[src/hdl/bstb_pkg.sv]
// shared types and constants for the burst scheduled token bucket
package bstb_pkg;

  // default fixed point format and tick rate
  localparam int FRAC_BITS_DEF        = 16;
  localparam int TICKS_PER_SECOND_DEF = 1000;

  // field widths
  localparam int CFG_DATA_W  = 32;
  localparam int CFG_INDEX_W = 3;
  localparam int COUNT_W     = 16;

  // configuration register indexes
  typedef enum logic [CFG_INDEX_W-1:0] {
    REG_BURST_ENABLE   = 3'd0,
    REG_BURST_INTERVAL = 3'd1,
    REG_BURST_DURATION = 3'd2,
    REG_NORMAL_RATE    = 3'd3,
    REG_BURST_RATE     = 3'd4,
    REG_MAX_BATCH      = 3'd5
  } reg_index_t;

  // request kinds
  localparam logic REQ_TICK    = 1'b0;
  localparam logic REQ_CONSUME = 1'b1;

  // register reset values
  localparam logic [31:0]        BURST_INTERVAL_RST = 32'd1000;
  localparam logic [31:0]        BURST_DURATION_RST = 32'd1000;
  localparam logic [31:0]        NORMAL_RATE_RST    = 32'd65536;
  localparam logic [31:0]        BURST_RATE_RST     = 32'd65536;
  localparam logic [COUNT_W-1:0] MAX_BATCH_RST      = 16'd1;

  // configuration seen by the datapath
  typedef struct packed {
    logic               burst_enable;
    logic [31:0]        burst_interval;
    logic [31:0]        burst_duration;
    logic [31:0]        normal_rate;
    logic [31:0]        burst_rate;
    logic [COUNT_W-1:0] max_batch;
  } cfg_t;

endpackage

[src/hdl/bstb_req_if.sv]
// request channel: tick or consume beats
interface bstb_req_if;
  logic                        valid;
  logic                        ready;
  logic                        req_type;
  logic [bstb_pkg::COUNT_W-1:0] sent_count;

  modport source (output valid, req_type, sent_count, input ready);
  modport sink (input valid, req_type, sent_count, output ready);
endinterface

[src/hdl/bstb_res_if.sv]
// result channel: grant and mode beats
interface bstb_res_if;
  logic                        valid;
  logic                        ready;
  logic [bstb_pkg::COUNT_W-1:0] tokens_ready;
  logic                        in_burst;

  modport source (output valid, tokens_ready, in_burst, input ready);
  modport sink (input valid, tokens_ready, in_burst, output ready);
endinterface

[src/hdl/bstb_core.sv]
// bucket and burst schedule state with the per-beat update logic
module bstb_core #(
  parameter int FRAC_BITS        = bstb_pkg::FRAC_BITS_DEF,
  parameter int TICKS_PER_SECOND = bstb_pkg::TICKS_PER_SECOND_DEF
) (
  input  logic                         clk,
  input  logic                         rst,
  input  logic                         step,
  input  logic                         req_type,
  input  logic [bstb_pkg::COUNT_W-1:0] sent_count,
  input  bstb_pkg::cfg_t               cfg,
  output logic [bstb_pkg::COUNT_W-1:0] tokens_ready,
  output logic                         in_burst
);
  import bstb_pkg::*;

  localparam int BW      = COUNT_W + 1 + FRAC_BITS;
  localparam int SW      = ((BW > 32) ? BW : 32) + 1;
  localparam int FB_RAW  = (1 << FRAC_BITS) / TICKS_PER_SECOND;
  localparam int FALLBACK = (FB_RAW == 0) ? 1 : FB_RAW;

  logic [BW-1:0]      bucket_level;
  logic [31:0]        phase_counter;
  logic               burst_active;
  logic               prev_enable;

  logic [BW-1:0]      bucket_level_next;
  logic [31:0]        phase_counter_next;
  logic               burst_active_next;

  logic [31:0]        pc0, pc1, limit;
  logic               ba0, ba1;
  logic [31:0]        rate_sel, rate_eff;
  logic [BW-1:0]      cap, sub, tick_level, cons_level;
  logic [SW-1:0]      sum;
  logic [COUNT_W:0]   whole;

  // burst schedule advance for a tick
  always_comb begin
    pc0 = (!prev_enable && cfg.burst_enable) ? '0 : phase_counter;
    ba0 = (!prev_enable && cfg.burst_enable) ? 1'b0 : burst_active;
    limit = ba0 ? cfg.burst_duration : cfg.burst_interval;
    pc1 = pc0;
    ba1 = 1'b0;
    phase_counter_next = pc0;
    if (cfg.burst_enable) begin
      ba1 = ba0;
      if (pc0 >= limit) begin
        ba1 = !ba0;
        pc1 = '0;
      end
      phase_counter_next = (pc1 == '1) ? pc1 : pc1 + 32'd1;
    end
    burst_active_next = ba1;
  end

  // refill with clamp, or consume with floor at zero
  always_comb begin
    rate_sel   = burst_active_next ? cfg.burst_rate : cfg.normal_rate;
    rate_eff   = (rate_sel == '0) ? 32'(FALLBACK) : rate_sel;
    cap        = BW'({cfg.max_batch, 1'b0}) << FRAC_BITS;
    sum        = SW'(bucket_level) + SW'(rate_eff);
    tick_level = (sum > SW'(cap)) ? cap : BW'(sum);
    sub        = BW'(sent_count) << FRAC_BITS;
    cons_level = (bucket_level > sub) ? bucket_level - sub : '0;
    bucket_level_next = (req_type == REQ_TICK) ? tick_level : cons_level;
  end

  // grant limited to the batch size
  always_comb begin
    whole        = bucket_level_next[BW-1:FRAC_BITS];
    tokens_ready = (whole > (COUNT_W+1)'(cfg.max_batch)) ? cfg.max_batch
                                                          : whole[COUNT_W-1:0];
    in_burst     = (req_type == REQ_TICK) ? burst_active_next : burst_active;
  end

  // state update per beat
  always_ff @(posedge clk) begin
    if (rst) begin
      bucket_level  <= '0;
      phase_counter <= '0;
      burst_active  <= 1'b0;
      prev_enable   <= 1'b0;
    end else if (step) begin
      bucket_level <= bucket_level_next;
      if (req_type == REQ_TICK) begin
        phase_counter <= phase_counter_next;
        burst_active  <= burst_active_next;
        prev_enable   <= cfg.burst_enable;
      end
    end
  end

endmodule

[src/hdl/burst_scheduled_token_bucket.sv]
// token bucket rate limiter with burst schedule, top level
//
//   channel | dir | payload                  | beat taken when
//   req     | in  | req_type, sent_count     | req.valid & req.ready
//   res     | out | tokens_ready, in_burst   | res.valid & res.ready
//   cfg     | in  | cfg_index, cfg_data      | cfg_write
//
// one beat per cycle sustained while res.ready is high; a request passes the input
// register, then the bucket update into the output register
// synchronous active-high reset clears bucket, schedule and pipeline valids
// a stalled result holds the output register and the input register behind it;
// ready drops only when both stages are full and res.ready is low
module burst_scheduled_token_bucket #(
  parameter int FRAC_BITS        = bstb_pkg::FRAC_BITS_DEF,
  parameter int TICKS_PER_SECOND = bstb_pkg::TICKS_PER_SECOND_DEF
) (
  input  logic                             clk,
  input  logic                             rst,
  bstb_req_if.sink                         req,
  bstb_res_if.source                       res,
  input  logic                             cfg_write,
  input  logic [bstb_pkg::CFG_INDEX_W-1:0] cfg_index,
  input  logic [bstb_pkg::CFG_DATA_W-1:0]  cfg_data
);
  import bstb_pkg::*;

  cfg_t               cfg;
  logic               s1_valid;
  logic               s1_type;
  logic [COUNT_W-1:0] s1_sent;
  logic               advance;
  logic [COUNT_W-1:0] core_tokens;
  logic               core_burst;
  logic               out_valid;
  logic [COUNT_W-1:0] out_tokens;
  logic               out_burst;

  // configuration registers
  always_ff @(posedge clk) begin
    if (rst) begin
      cfg.burst_enable   <= 1'b0;
      cfg.burst_interval <= BURST_INTERVAL_RST;
      cfg.burst_duration <= BURST_DURATION_RST;
      cfg.normal_rate    <= NORMAL_RATE_RST;
      cfg.burst_rate     <= BURST_RATE_RST;
      cfg.max_batch      <= MAX_BATCH_RST;
    end else if (cfg_write) begin
      case (reg_index_t'(cfg_index))
        REG_BURST_ENABLE:   cfg.burst_enable   <= cfg_data[0];
        REG_BURST_INTERVAL: cfg.burst_interval <= cfg_data;
        REG_BURST_DURATION: cfg.burst_duration <= cfg_data;
        REG_NORMAL_RATE:    cfg.normal_rate    <= cfg_data;
        REG_BURST_RATE:     cfg.burst_rate     <= cfg_data;
        REG_MAX_BATCH:      cfg.max_batch      <= cfg_data[COUNT_W-1:0];
        default: ;
      endcase
    end
  end

  // pipeline flow control
  assign advance   = s1_valid && (!out_valid || res.ready);
  assign req.ready = !s1_valid || advance;

  // input register
  always_ff @(posedge clk) begin
    if (rst) begin
      s1_valid <= 1'b0;
    end else if (req.ready) begin
      s1_valid <= req.valid;
    end
  end

  always_ff @(posedge clk) begin
    if (req.ready && req.valid) begin
      s1_type <= req.req_type;
      s1_sent <= req.sent_count;
    end
  end

  bstb_core #(
    .FRAC_BITS        (FRAC_BITS),
    .TICKS_PER_SECOND (TICKS_PER_SECOND)
  ) u_core (
    .clk          (clk),
    .rst          (rst),
    .step         (advance),
    .req_type     (s1_type),
    .sent_count   (s1_sent),
    .cfg          (cfg),
    .tokens_ready (core_tokens),
    .in_burst     (core_burst)
  );

  // output register
  always_ff @(posedge clk) begin
    if (rst) begin
      out_valid <= 1'b0;
    end else if (advance) begin
      out_valid <= 1'b1;
    end else if (res.ready) begin
      out_valid <= 1'b0;
    end
  end

  always_ff @(posedge clk) begin
    if (advance) begin
      out_tokens <= core_tokens;
      out_burst  <= core_burst;
    end
  end

  assign res.valid        = out_valid;
  assign res.tokens_ready = out_tokens;
  assign res.in_burst     = out_burst;

endmodule

[src/flat_wrapper.sv]
// flat-port wrapper written by rule: the top's interface ports become plain ports
module burst_scheduled_token_bucket_flat import bstb_pkg::*;
#(
  parameter int FRAC_BITS        = bstb_pkg::FRAC_BITS_DEF,
  parameter int TICKS_PER_SECOND = bstb_pkg::TICKS_PER_SECOND_DEF
)
  (clk, rst, cfg_write, cfg_index, cfg_data, req_valid, req_req_type, req_sent_count, req_ready, res_valid, res_tokens_ready, res_in_burst, res_ready);
  bstb_req_if req_i ();
  bstb_res_if res_i ();
  input  logic clk;
  input  logic rst;
  input  logic cfg_write;
  input  logic [bstb_pkg::CFG_INDEX_W-1:0] cfg_index;
  input  logic [bstb_pkg::CFG_DATA_W-1:0] cfg_data;
  input wire logic [$bits(req_i.valid)-1:0] req_valid;
  input wire logic [$bits(req_i.req_type)-1:0] req_req_type;
  input wire logic [$bits(req_i.sent_count)-1:0] req_sent_count;
  output wire logic [$bits(req_i.ready)-1:0] req_ready;
  output wire logic [$bits(res_i.valid)-1:0] res_valid;
  output wire logic [$bits(res_i.tokens_ready)-1:0] res_tokens_ready;
  output wire logic [$bits(res_i.in_burst)-1:0] res_in_burst;
  input wire logic [$bits(res_i.ready)-1:0] res_ready;
  assign req_i.valid = req_valid;
  assign req_i.req_type = req_req_type;
  assign req_i.sent_count = req_sent_count;
  assign req_ready = req_i.ready;
  assign res_valid = res_i.valid;
  assign res_tokens_ready = res_i.tokens_ready;
  assign res_in_burst = res_i.in_burst;
  assign res_i.ready = res_ready;
  burst_scheduled_token_bucket #(.FRAC_BITS(FRAC_BITS), .TICKS_PER_SECOND(TICKS_PER_SECOND)) u_core (.clk(clk), .rst(rst), .req(req_i), .res(res_i), .cfg_write(cfg_write), .cfg_index(cfg_index), .cfg_data(cfg_data));
endmodule
[config.mk]
export PLATFORM = sky130hd
export DESIGN_NAME = burst_scheduled_token_bucket_flat
export DESIGN_NICKNAME = d
export VERILOG_FILES = /design/src/hdl/bstb_pkg.sv /design/src/hdl/bstb_req_if.sv /design/src/hdl/bstb_res_if.sv /design/src/hdl/bstb_core.sv /design/src/hdl/burst_scheduled_token_bucket.sv /design/src/flat_wrapper.sv
export SDC_FILE = /design/constraint.sdc
export NUM_CORES = 1
export LEC_CHECK = 0
export BUFFER_PORTS_ARGS = -buffer_cell sky130_fd_sc_hd__buf_2
export CAP_MARGIN = 20
export CORE_ASPECT_RATIO = 0.5
export CORE_MARGIN = 4
export CORE_UTILIZATION = 62
export CTS_CLUSTER_DIAMETER = 30
export DETAILED_ROUTE_END_ITERATION = 12
export GPL_ROUTABILITY_DRIVEN = 0
export HOLD_SLACK_MARGIN = 0.03
export PLACE_DENSITY = 0.89
export SLEW_MARGIN = 5
export SYNTH_ARGS = -nofsm -noshare
export SYNTH_HDL_FRONTEND = slang
export SYNTH_SLANG_ARGS = --single-unit
[constraint.sdc]
create_clock -name clk -period 12.56 [get_ports clk]
set_input_delay 0.628 -clock clk [delete_from_list [all_inputs] [get_ports clk]]
set_output_delay 0.628 -clock clk [all_outputs]
set_load 0.005 [all_outputs]
Yosys cells after proc, flatten, opt, wreduce, memory -nomap -nowiden
Cells that the tools add are included.
{ "classes": {"n_addsub": 3, "n_lt_le_gt_ge": 4, "n_eq_ne": 6, "muxes": 18, "bitwise": 1, "reduce_logical": 19} }
{ "op_table": {"columns": ["cell", "count"], "rows": [
  ["32-bit two-way mux", 8],
  ["33-bit two-way mux", 3],
  ["33-bit by 32-bit adder with 34-bit output", 1],
  ["34-bit by 33-bit greater-than comparator with 1-bit output", 1],
  ["33-bit by 32-bit greater-than comparator with 1-bit output", 1],
  ["33-bit by 32-bit subtractor with 33-bit output", 1],
  ["32-bit by 1-bit adder with 32-bit output, second input constant", 1],
  ["32-bit == test, second input constant", 1],
  ["32-bit greater-or-equal comparator", 1],
  ["32-bit zero test", 1],
  ["17-bit by 16-bit greater-than comparator with 1-bit output", 1],
  ["16-bit two-way mux", 1],
  ["2-bit AND reduction", 7],
  ["3-bit by 2-bit == test with 1-bit output, second input constant", 2],
  ["3-bit == test, second input constant", 2],
  ["1-bit two-way mux", 6],
  ["1-bit zero test", 4],
  ["3-bit by 1-bit == test with 1-bit output, second input constant", 1],
  ["1-bit logical AND", 3],
  ["3-bit zero test", 1],
  ["1-bit logical OR", 2],
  ["2-bit nonzero test", 1],
  ["1-bit inverter", 1]
]} }
{ "word_totals": {"regBits": 248, "input_bits": 57, "output_inout_bits": 19} }

Depth between registers and ports, before layout
Gate-level depths: netlist (run 1).
{ "depth": {"word_depth": 16, "mapped_depth": 55, "ltp_nobuf": 49} }

Cells and area by module
From an unflattened synthesis (run 1), not the netlist that was laid out.
{ "hier_totals": {"hier_cells": 1828, "hier_area_um2": 16313.1} }
{ "modules_own_cells": {"columns": ["module", "n_inst", "cells_each", "area_each_um2", "seq_area_each_um2"], "rows": [
  ["bstb_core", 1, 1262, 9416.5, 1341.3],
  ["burst_scheduled_token_bucket", 1, 566, 6896.6, 3963.8]
]} }

Worst setup path before layout (run 1)
No wires, ideal clock.
{ "synth_path": {"kind": "flip-flop to flip-flop", "from": "reg u_core.cfg[144] (netlist name)", "to": "reg u_core.out_tokens[10], in the netlist u_core.res.tokens_ready[10], data pin", "arrival_time_ns": 10.545, "path_slack_ns": 1.754, "path_stages_with_launch": 55, "path_buffers": 5, "cell_sequence": "dfxtp_1 -> nand2b_1 -> clkbuf_1 -> nand2_1 -> buf_1 -> mux2i_1 -> ha_1 -> a21o_1 -> a21o_1 -> a21o_1 -> a21oi_1 -> o221ai_1 -> o211ai_1 -> o21ai_1 -> xnor2_1 -> nand2_1 -> clkbuf_1 -> nand2_1 -> (+19 left out) -> o41ai_2 -> o211ai_4 -> buf_4 -> mux2i_1 -> a22o_1 -> ha_1 -> nor2b_1 -> o21a_1 -> o21ai_0 -> a21oi_1 -> o2111ai_1 -> a21oi_1 -> o31a_1 -> o21a_1 -> o22ai_1 -> o211ai_4 -> buf_8 -> mux2_4"} }
{ "synth_between": {"elab_chain_len": 15, "elab_cells_between_ends": 17, "cone_classes": "add/sub (1); order compare (3); mux (10); reduce/logical (3)"} }
{ "synth_rtl": {"columns": ["element", "line_no", "text"], "rows": [
  ["1-bit logical AND", "bstb_core.sv:40, bstb_core.sv:41", null],
  ["1-bit two-way mux", "bstb_core.sv:41", "ba0 = (!prev_enable && cfg.burst_enable) ? 1'b0 : burst_active;"],
  ["32-bit two-way mux", "bstb_core.sv:42", "limit = ba0 ? cfg.burst_duration : cfg.burst_interval;"],
  ["32-bit greater-or-equal comparator", "bstb_core.sv:48", "if (pc0 >= limit) begin"],
  ["1-bit two-way mux", "bstb_core.sv:48", null],
  ["1-bit two-way mux *", "bstb_core.sv:46", "if (cfg.burst_enable) begin"],
  ["32-bit two-way mux *", "bstb_core.sv:59", "rate_sel = burst_active_next ? cfg.burst_rate : cfg.normal_rate;"],
  ["32-bit zero test", "bstb_core.sv:60", "rate_eff = (rate_sel == '0) ? 32'(FALLBACK) : rate_sel;"],
  ["32-bit two-way mux *", "bstb_core.sv:60", null],
  ["33-bit by 32-bit adder with 34-bit output *", "bstb_core.sv:62", "sum = SW'(bucket_level) + SW'(rate_eff);"],
  ["34-bit by 33-bit greater-than comparator with 1-bit output", "bstb_core.sv:63", "tick_level = (sum > SW'(cap)) ? cap : BW'(sum);"],
  ["33-bit two-way mux *", "bstb_core.sv:63", null],
  ["33-bit two-way mux *", "bstb_core.sv:66", "bucket_level_next = (req_type == REQ_TICK) ? tick_level : cons_level;"],
  ["named net u_core.u_core.bucket_level_next[17]", "bstb_core.sv:27", "logic [BW-1:0] bucket_level_next;"],
  ["17-bit by 16-bit greater-than comparator with 1-bit output *", "bstb_core.sv:72", "tokens_ready = (whole > (COUNT_W+1)'(cfg.max_batch)) ? cfg.max_batch"],
  ["16-bit two-way mux *", "bstb_core.sv:72", null],
  ["named net u_core.core_tokens[10]", "burst_scheduled_token_bucket.sv:32", "logic [COUNT_W-1:0] core_tokens;"],
  ["end signal, assigned", "burst_scheduled_token_bucket.sv:107", "out_tokens <= core_tokens;"],
  ["end, declared", "burst_scheduled_token_bucket.sv:35", "logic [COUNT_W-1:0] out_tokens;"]
]} }
The timed path passes the listed nets; every way through them passes the cells marked *.
A chain may end at the register's enable or synchronous reset.

Worst setup path in the final report (run 1)
{ "layout_path": {"from": "reg u_core.u_core.prev_enable", "to": "reg u_core.out_tokens[11], in the netlist u_core.res.tokens_ready[11], data pin"} }
{ "layout_between": {"elab_chain_len": 16, "elab_cells_between_ends": 18, "cone_classes": "add/sub (1); order compare (3); mux (10); reduce/logical (4)"} }
{ "layout_rtl": {"columns": ["element", "line_no", "text"], "rows": [
  ["start, declared", "bstb_core.sv:25", "logic prev_enable;"],
  ["start signal, assigned", "bstb_core.sv:89", "prev_enable <= cfg.burst_enable;"],
  ["1-bit zero test *", "bstb_core.sv:40, bstb_core.sv:41", null],
  ["1-bit logical AND *", "bstb_core.sv:40, bstb_core.sv:41", null],
  ["1-bit two-way mux", "bstb_core.sv:41", null],
  ["32-bit two-way mux", "bstb_core.sv:42", null],
  ["32-bit greater-or-equal comparator", "bstb_core.sv:48", null],
  ["1-bit two-way mux *", "bstb_core.sv:48", null],
  ["1-bit two-way mux *", "bstb_core.sv:46", null],
  ["32-bit two-way mux *", "bstb_core.sv:59", null],
  ["(+2 left out)", null, null],
  ["33-bit by 32-bit adder with 34-bit output *", "bstb_core.sv:62", null],
  ["34-bit by 33-bit greater-than comparator with 1-bit output", "bstb_core.sv:63", null],
  ["33-bit two-way mux *", "bstb_core.sv:63", null],
  ["33-bit two-way mux *", "bstb_core.sv:66", null],
  ["named net u_core.u_core.bucket_level_next[17]", "bstb_core.sv:27", null],
  ["17-bit by 16-bit greater-than comparator with 1-bit output *", "bstb_core.sv:72", null],
  ["16-bit two-way mux *", "bstb_core.sv:72", null],
  ["named net u_core.core_tokens[11]", "burst_scheduled_token_bucket.sv:32", null]
]} }
Marks and branches as above.

==> results.cfg, run 1 <==
[timing]
fin_skew_ps = 30.4
slew_viol_final = 0
final.min_clock_period_ps = 12290
hold_viol_final = 0
setup_viol = 0
fin_crit_sh = 0.979
clock.fmax_mhz = 81.3
relSlewSlack = 0.326
whs_ps = 285
fin_setup_tns_ps = 0
worst_pin_slew_ps = 1010

[cts]
cts_tree = done
clk_root_buffer_cell = clkbuf_16
ctsHoldBuffers = 0
cts_sinks = 248
cts.clk_slew.worst_paths_ps = 60
clock_latency_ps = 540
cts_buffers = 34
h-tree-depth = 2
clock_path_buffers = 3

[setup_path]
crit_end = u_core.res.tokens_ready[11]$_DFFE_PP_
r2r_setup_slack_ps = 270
r2r_end = u_core.res.tokens_ready[11]$_DFFE_PP_
startpoint_type = register
r2r_cells = 48
critPathSlowestCell = o41ai_1
endpoint_kind = register
crit_arrival_ps = 12550
crit_type = reg -> reg
crit_start = u_core.u_core.prev_enable$_SDFFE_PP0P_
path_max_fanout = 26
max_stage_delay_ps = 570
r2r-start = u_core.u_core.prev_enable$_SDFFE_PP0P_
required_ps = 12820

[layout]
post-route-cell-area_um2 = 17000
n_antenna_cell = 0
drive_gt1_frac = 0.121
area.growth.synth_to_final_pct = 12.5
final_nets = 2071

[global_route]
grt_max_degree = 99
grt_overflow = 0
grt_util_all_layers = 0.322
grt_pass1_wl_um = 71900
grt_pass1_vias = 13500
antenna_found_initial = 0

[routing]
ant_nets = 0
vias_per_cell = 6.60
routed-wl-met2_um = 20500
top_layer = met4
drt-initial-drc-count = 1780
routed_wirelength_um = 46400
wl_per_cell_um = 20.7
route.met3.wl_um = 5370
vias = 14800
dr.pass1.iters = 8
drcViolationCount = 0
met1_length_um = 18700

[synthesis]
yosys_warnings = 0
synthCells = 1863
ys_types = 74
synth_seq_cells = 248
synth_area_leader_cell = dfxtp_1
ys_async_sr_fraction = 0
synthMostInstantiatedCell = nand2_1
synth.cell_area_um2 = 15100
synth_top_area_share = 0.284
synth_seq_area_share = 0.351
syn_avg_cell_area_um2 = 8.11
synth_common_cells = 380 x nand2_1, 222 x a21oi_1, 214 x dfxtp_1
synth.area.top_cells = dfxtp_1 28%, nand2_1 9.4%, ha_1 9.4%
syn_nets = 2035
synth_edf_count = 34
synth_flop_cell = dfxtp_1

[placed_design]
port_buffers = 75
placed_area_um2 = 15600
place_hpwl_um = 30900

[die]
core_um2 = 24000
die_height_um = 118
start_util = 0.630
die_w_um = 229
top_level_ports = 76
die_area_um2 = 27100
std_cell_rows = 40

[hold_path]
whs_path_depth = 1
hold_path_class = in -> reg

[power]
vdd_drop_max_mv = 0.0769
p_sw_frac = 0.292
power_switching_uw = 649
seq_power_share = 0.384
power_frac_clock = 0.452
power_frac_comb = 0.164
p_leak_uw = 0.00714
p_per_area_nw_per_um2 = 131
p_int_uw = 1570

[run]
max-cap-violations = 0

[outcome]
status = finished clean
[cell families after synthesis]
kind of cell | after synthesis | synth area share
simple gates | 730 | 0.221
buf+inv | 159 | 0.0412
compound gates | 465 | 0.191
fa+ha+maj | 115 | 0.0962
xor+xnor | 41 | 0.0238
mux | 105 | 0.0760
flops | 248 | 0.351
[flip-flops by register name (all words and copies together), names as in the netlist]
signal and cells:
u_core.cfg 145, u_core.u_core.bucket_level 33, u_core.u_core.phase_counter 32, u_core.res.tokens_ready 16, u_core.s1_sent 16, u_core.res.in_burst 1
u_core.res.valid 1, u_core.s1_type 1, u_core.s1_valid 1, u_core.u_core.burst_active 1, u_core.u_core.prev_enable 1
[layout make-up]
type,instances,area (um2)
Multi-Input combinational cell,1457,9250
Tap cell,315,394
Timing Repair Buffer,99,657
Clock inverter,22,245
Fill cell,1687,6980
Inverter,59,221
Clock buffer,38,918
Sequential cell,248,5310
[worst max-delay path: cells and delay by family, from the launching register on]
kind                     cells  cell delay, ps
buffers and inverters        3             770
XOR/XNOR                     2             340
flip-flops                   1             330
multiplexers                 4            1270
AND/OR/NAND/NOR             10            2080
AO/OA/AOI/OAI               25            6090
adder cells (fa/ha/maj)      4            1120
[worst min path at each step]
stage | from | end | slack (ps)
2_1_floorplan | u_core.cfg[112]$_SDFFE_PP0P_ | u_core.cfg[112]$_SDFFE_PP0P_ | 430
3_3_place_gp | u_core.cfg[104]$_SDFFE_PP0P_ | u_core.cfg[104]$_SDFFE_PP0P_ | 440
3_5_place_dp | u_core.cfg[98]$_SDFFE_PP0P_ | u_core.cfg[98]$_SDFFE_PP0P_ | 450
4_1_cts | req_sent_count[2] | u_core.s1_sent[2]$_DFFE_PP_ | 280
5_1_grt | req_sent_count[4] | u_core.s1_sent[4]$_DFFE_PP_ | 280
6_report | req_sent_count[6] | u_core.s1_sent[6]$_DFFE_PP_ | 280
[layer usage]
metal / vias up / track usage
met5: - / 0
met3: 188 / 0.0679
met1: 6881 / 0.441
li1: 6708 / -
met4: 0 / 0.109
met2: 992 / 0.508
[stage by stage]
| step | instances | worst slack (ps) | utilization | total power [uW] |
|---|---|---|---|---|
| 6_report | 2238 | 267 | 0.709 | 2220 |
| 5_1_grt | 2238 | -75.2 | 0.709 | 2280 |
| 4_1_cts | 2229 | 42.7 | 0.701 | 2180 |
| 3_5_place_dp | 2168 | -189 | 0.652 | 1180 |
| 3_3_place_gp | 2167 | 431 | 0.651 | 1170 |
| 2_1_floorplan | 1863 | 1750 | - | 1100 |
[timing repair]
action,in CTS,in global routing
endpoints found under the setup margin,16,16
resized for setup,3,10
pin swaps,1,1
endpoints found under the hold margin,0,0
gates cloned,1,0
setup buffers,0,5
[power by group through the flow]
stage / Combinational, uW / Sequential (uW) / Clock (uW)
after global placement: 307 / 867 / 0
final: 364 / 852 / 1000
after CTS: 325 / 850 / 1000
after detailed placement: 316 / 867 / 0
after global routing: 387 / 853 / 1040
after floorplan: 242 / 859 / 0
[cell usage in the layout (no fill, tap or decap), types with 15 or more instances in the layout]
master and count:
nor3_1 20, nor4_1 24, nand2_1 378, ha_1 113, nor2_1 114, mux2_2 39, clkbuf_16 36, xnor2_1 28
a31oi_1 19, a21o_1 39, nand4_1 24, a21oi_1 221, mux2i_1 56, buf_2 74, o21ai_0 56, inv_1 59
nand3b_1 21, edfxtp_1 34, nand3_1 33, and3_1 17, o21a_1 28, buf_4 15, dfxtp_1 214, and2_1 34
No activity file was read; power rests on OpenSTA's default activity.
==> inputs of run 2 (changes only) <==
Settings changed: CELL_PAD_IN_SITES_DETAIL_PLACEMENT from default to 1, CELL_PAD_IN_SITES_GLOBAL_PLACEMENT from default to 2, CORE_UTILIZATION 62 to 38.
==> results.cfg, run 2 (synthesis gave the netlist of run 1 again) <==
[timing]
worst_pin_slew_ps = 1070
fin_skew_ps = 24.1
setup_ws_ps = 806
final.min_clock_period_ps = 11750
clock.fmax_mhz = 85.1
setup_viol = 0
fin_crit_sh = 0.936
relSlewSlack = 0.287
hold_viol_final = 0
whs_ps = 261
slew_viol_final = 0

[cts]
ctsHoldBuffers = 0
cts_sinks = 248
cts_buffers = 48
cts.clk_slew.worst_paths_ps = 50
clock_path_buffers = 3
clock_latency_ps = 560
h-tree-depth = 2
cts_tree = done
clk_root_buffer_cell = clkbuf_16

[setup_path]
r2r_cells = 48
r2r-start = u_core.u_core.prev_enable$_SDFFE_PP0P_
critPathSlowestCell = o41ai_1
crit_type = reg -> reg
crit_cells = 48
crit_start = u_core.u_core.prev_enable$_SDFFE_PP0P_
crit_top_cell = ha_1
endpoint_kind = register
worst_path_dominant_cell_family = compound AO/OA/AOI/OAI gates
required_ps = 12850
crit_end = u_core.res.tokens_ready[10]$_DFFE_PP_
path_max_fanout = 33
crit_arrival_ps = 12040
startpoint_type = register
crit_buf_inv = 4
r2r_setup_slack_ps = 810
max_stage_delay_ps = 560
r2r_end = u_core.res.tokens_ready[10]$_DFFE_PP_

[placed_design]
port_buffers = 75
place_hpwl_um = 36700
dpl.cell_count = 2386
placed_area_um2 = 15900
place_ws_ps = 208

[die]
start_util = 0.387
die_height_um = 149
die_area_um2 = 43200
core_um2 = 39100
die_w_um = 290
std_cell_rows = 51
top_level_ports = 76

[routing]
drcViolationCount = 0
vias_per_cell = 5.60
wl_per_cell_um = 20.6
routed_wirelength_um = 51300
drt-initial-drc-count = 999
dr.pass1.iters = 5
vias = 13900
ant_nets = 0

[layout]
largest_reg_flops = 145
n_antenna_cell = 0
area.growth.synth_to_final_pct = 17.6
top_regs = u_core.cfg (145), u_core.u_core.bucket_level (33), u_core.u_core.phase_counter (32)
mostFrequentLayoutCells = 379 x nand2_1, 221 x a21oi_1, 214 x dfxtp_1, 113 x nor2_1, 113 x ha_1
final_common_cell = nand2_1
stdcell_count = 2487
drive_gt1_frac = 0.133
final_nets = 2091
post-route-cell-area_um2 = 17800
top_register = u_core.cfg

[power]
power_frac_comb = 0.143
seq_power_share = 0.330
p_sw_frac = 0.268
power_switching_uw = 694
p_per_area_nw_per_um2 = 145
vdd_drop_max_mv = 0.0905
p_leak_uw = 0.00739
power_frac_clock = 0.527
p_int_uw = 1890

[outcome]
status = finished clean

[global_route]
grt_overflow = 0
grt_util_all_layers = 0.231
antenna_found_initial = 0
grt_pass1_wl_um = 80500
grt_max_degree = 125
grt_pass1_vias = 14200

[hold_path]
hold_path_class = in -> reg

[run]
max-cap-violations = 0
run 2: cell types whose count changed in the layout (fill, tap and decap cells not counted), sizes merged:
cell and delta:
clkinv +6, clkinvlp +6, buf +6, bufinv +6
inv -8, clkbuf +18
run 2: power groups by stage:
stage	Clock, uW	Sequential, uW	Combinational [uW]
4_1_cts	1380	852	337
3_3_place_gp	0	868	326
2_1_floorplan	0	859	242
5_1_grt	1430	854	403
3_5_place_dp	0	868	333
6_report	1360	853	370
run 2: worst min path at each step:
stage,slack [ps],startpoint,to,cells after the start
floorplan,430,u_core.cfg[112]$_SDFFE_PP0P_,u_core.cfg[112]$_SDFFE_PP0P_,2
finish,260,req_sent_count[4],u_core.s1_sent[4]$_DFFE_PP_,1
CTS,250,req_sent_count[4],u_core.s1_sent[4]$_DFFE_PP_,1
detailed placement,450,u_core.cfg[112]$_SDFFE_PP0P_,u_core.cfg[112]$_SDFFE_PP0P_,2
global placement,440,u_core.cfg[95]$_SDFFE_PP0P_,u_core.cfg[95]$_SDFFE_PP0P_,2
global route,240,req_sent_count[6],u_core.s1_sent[6]$_DFFE_PP_,1
run 2: per-layer routing:
metal / part of all wire / global-route usage / wire length, um
met1: 0.49 / 0.322 / 25100
met2: 0.44 / 0.371 / 22700
met3: 0.043 / 0.0403 / 2200
met4: 0.024 / 0.0670 / 1230
met5: 0 / 0 / 0
run 2: through the flow:
| step | utilization | total power (uW) | TNS (ps) |
|---|---|---|---|
| 2_1_floorplan | - | 1100 | 0 |
| 3_3_place_gp | 0.407 | 1190 | 0 |
| 3_5_place_dp | 0.407 | 1200 | 0 |
| 4_1_cts | 0.451 | 2570 | 0 |
| 5_1_grt | 0.455 | 2680 | -144 |
| 6_report | 0.455 | 2580 | 0 |
run 2: area by class of cell:
cell class | count | area [um2]
clock buffer | 56 | 1290
inverter | 59 | 221
timing repair buffer | 105 | 627
fill | 4689 | 21300
clock inverter | 32 | 409
sequential | 248 | 5310
multi-input combinational | 1457 | 9250
tap | 530 | 663
run 2: timing repair:
item,CTS,global route
setup endpoints to repair,0,16
resized for setup,0,10
setup buffers,0,12
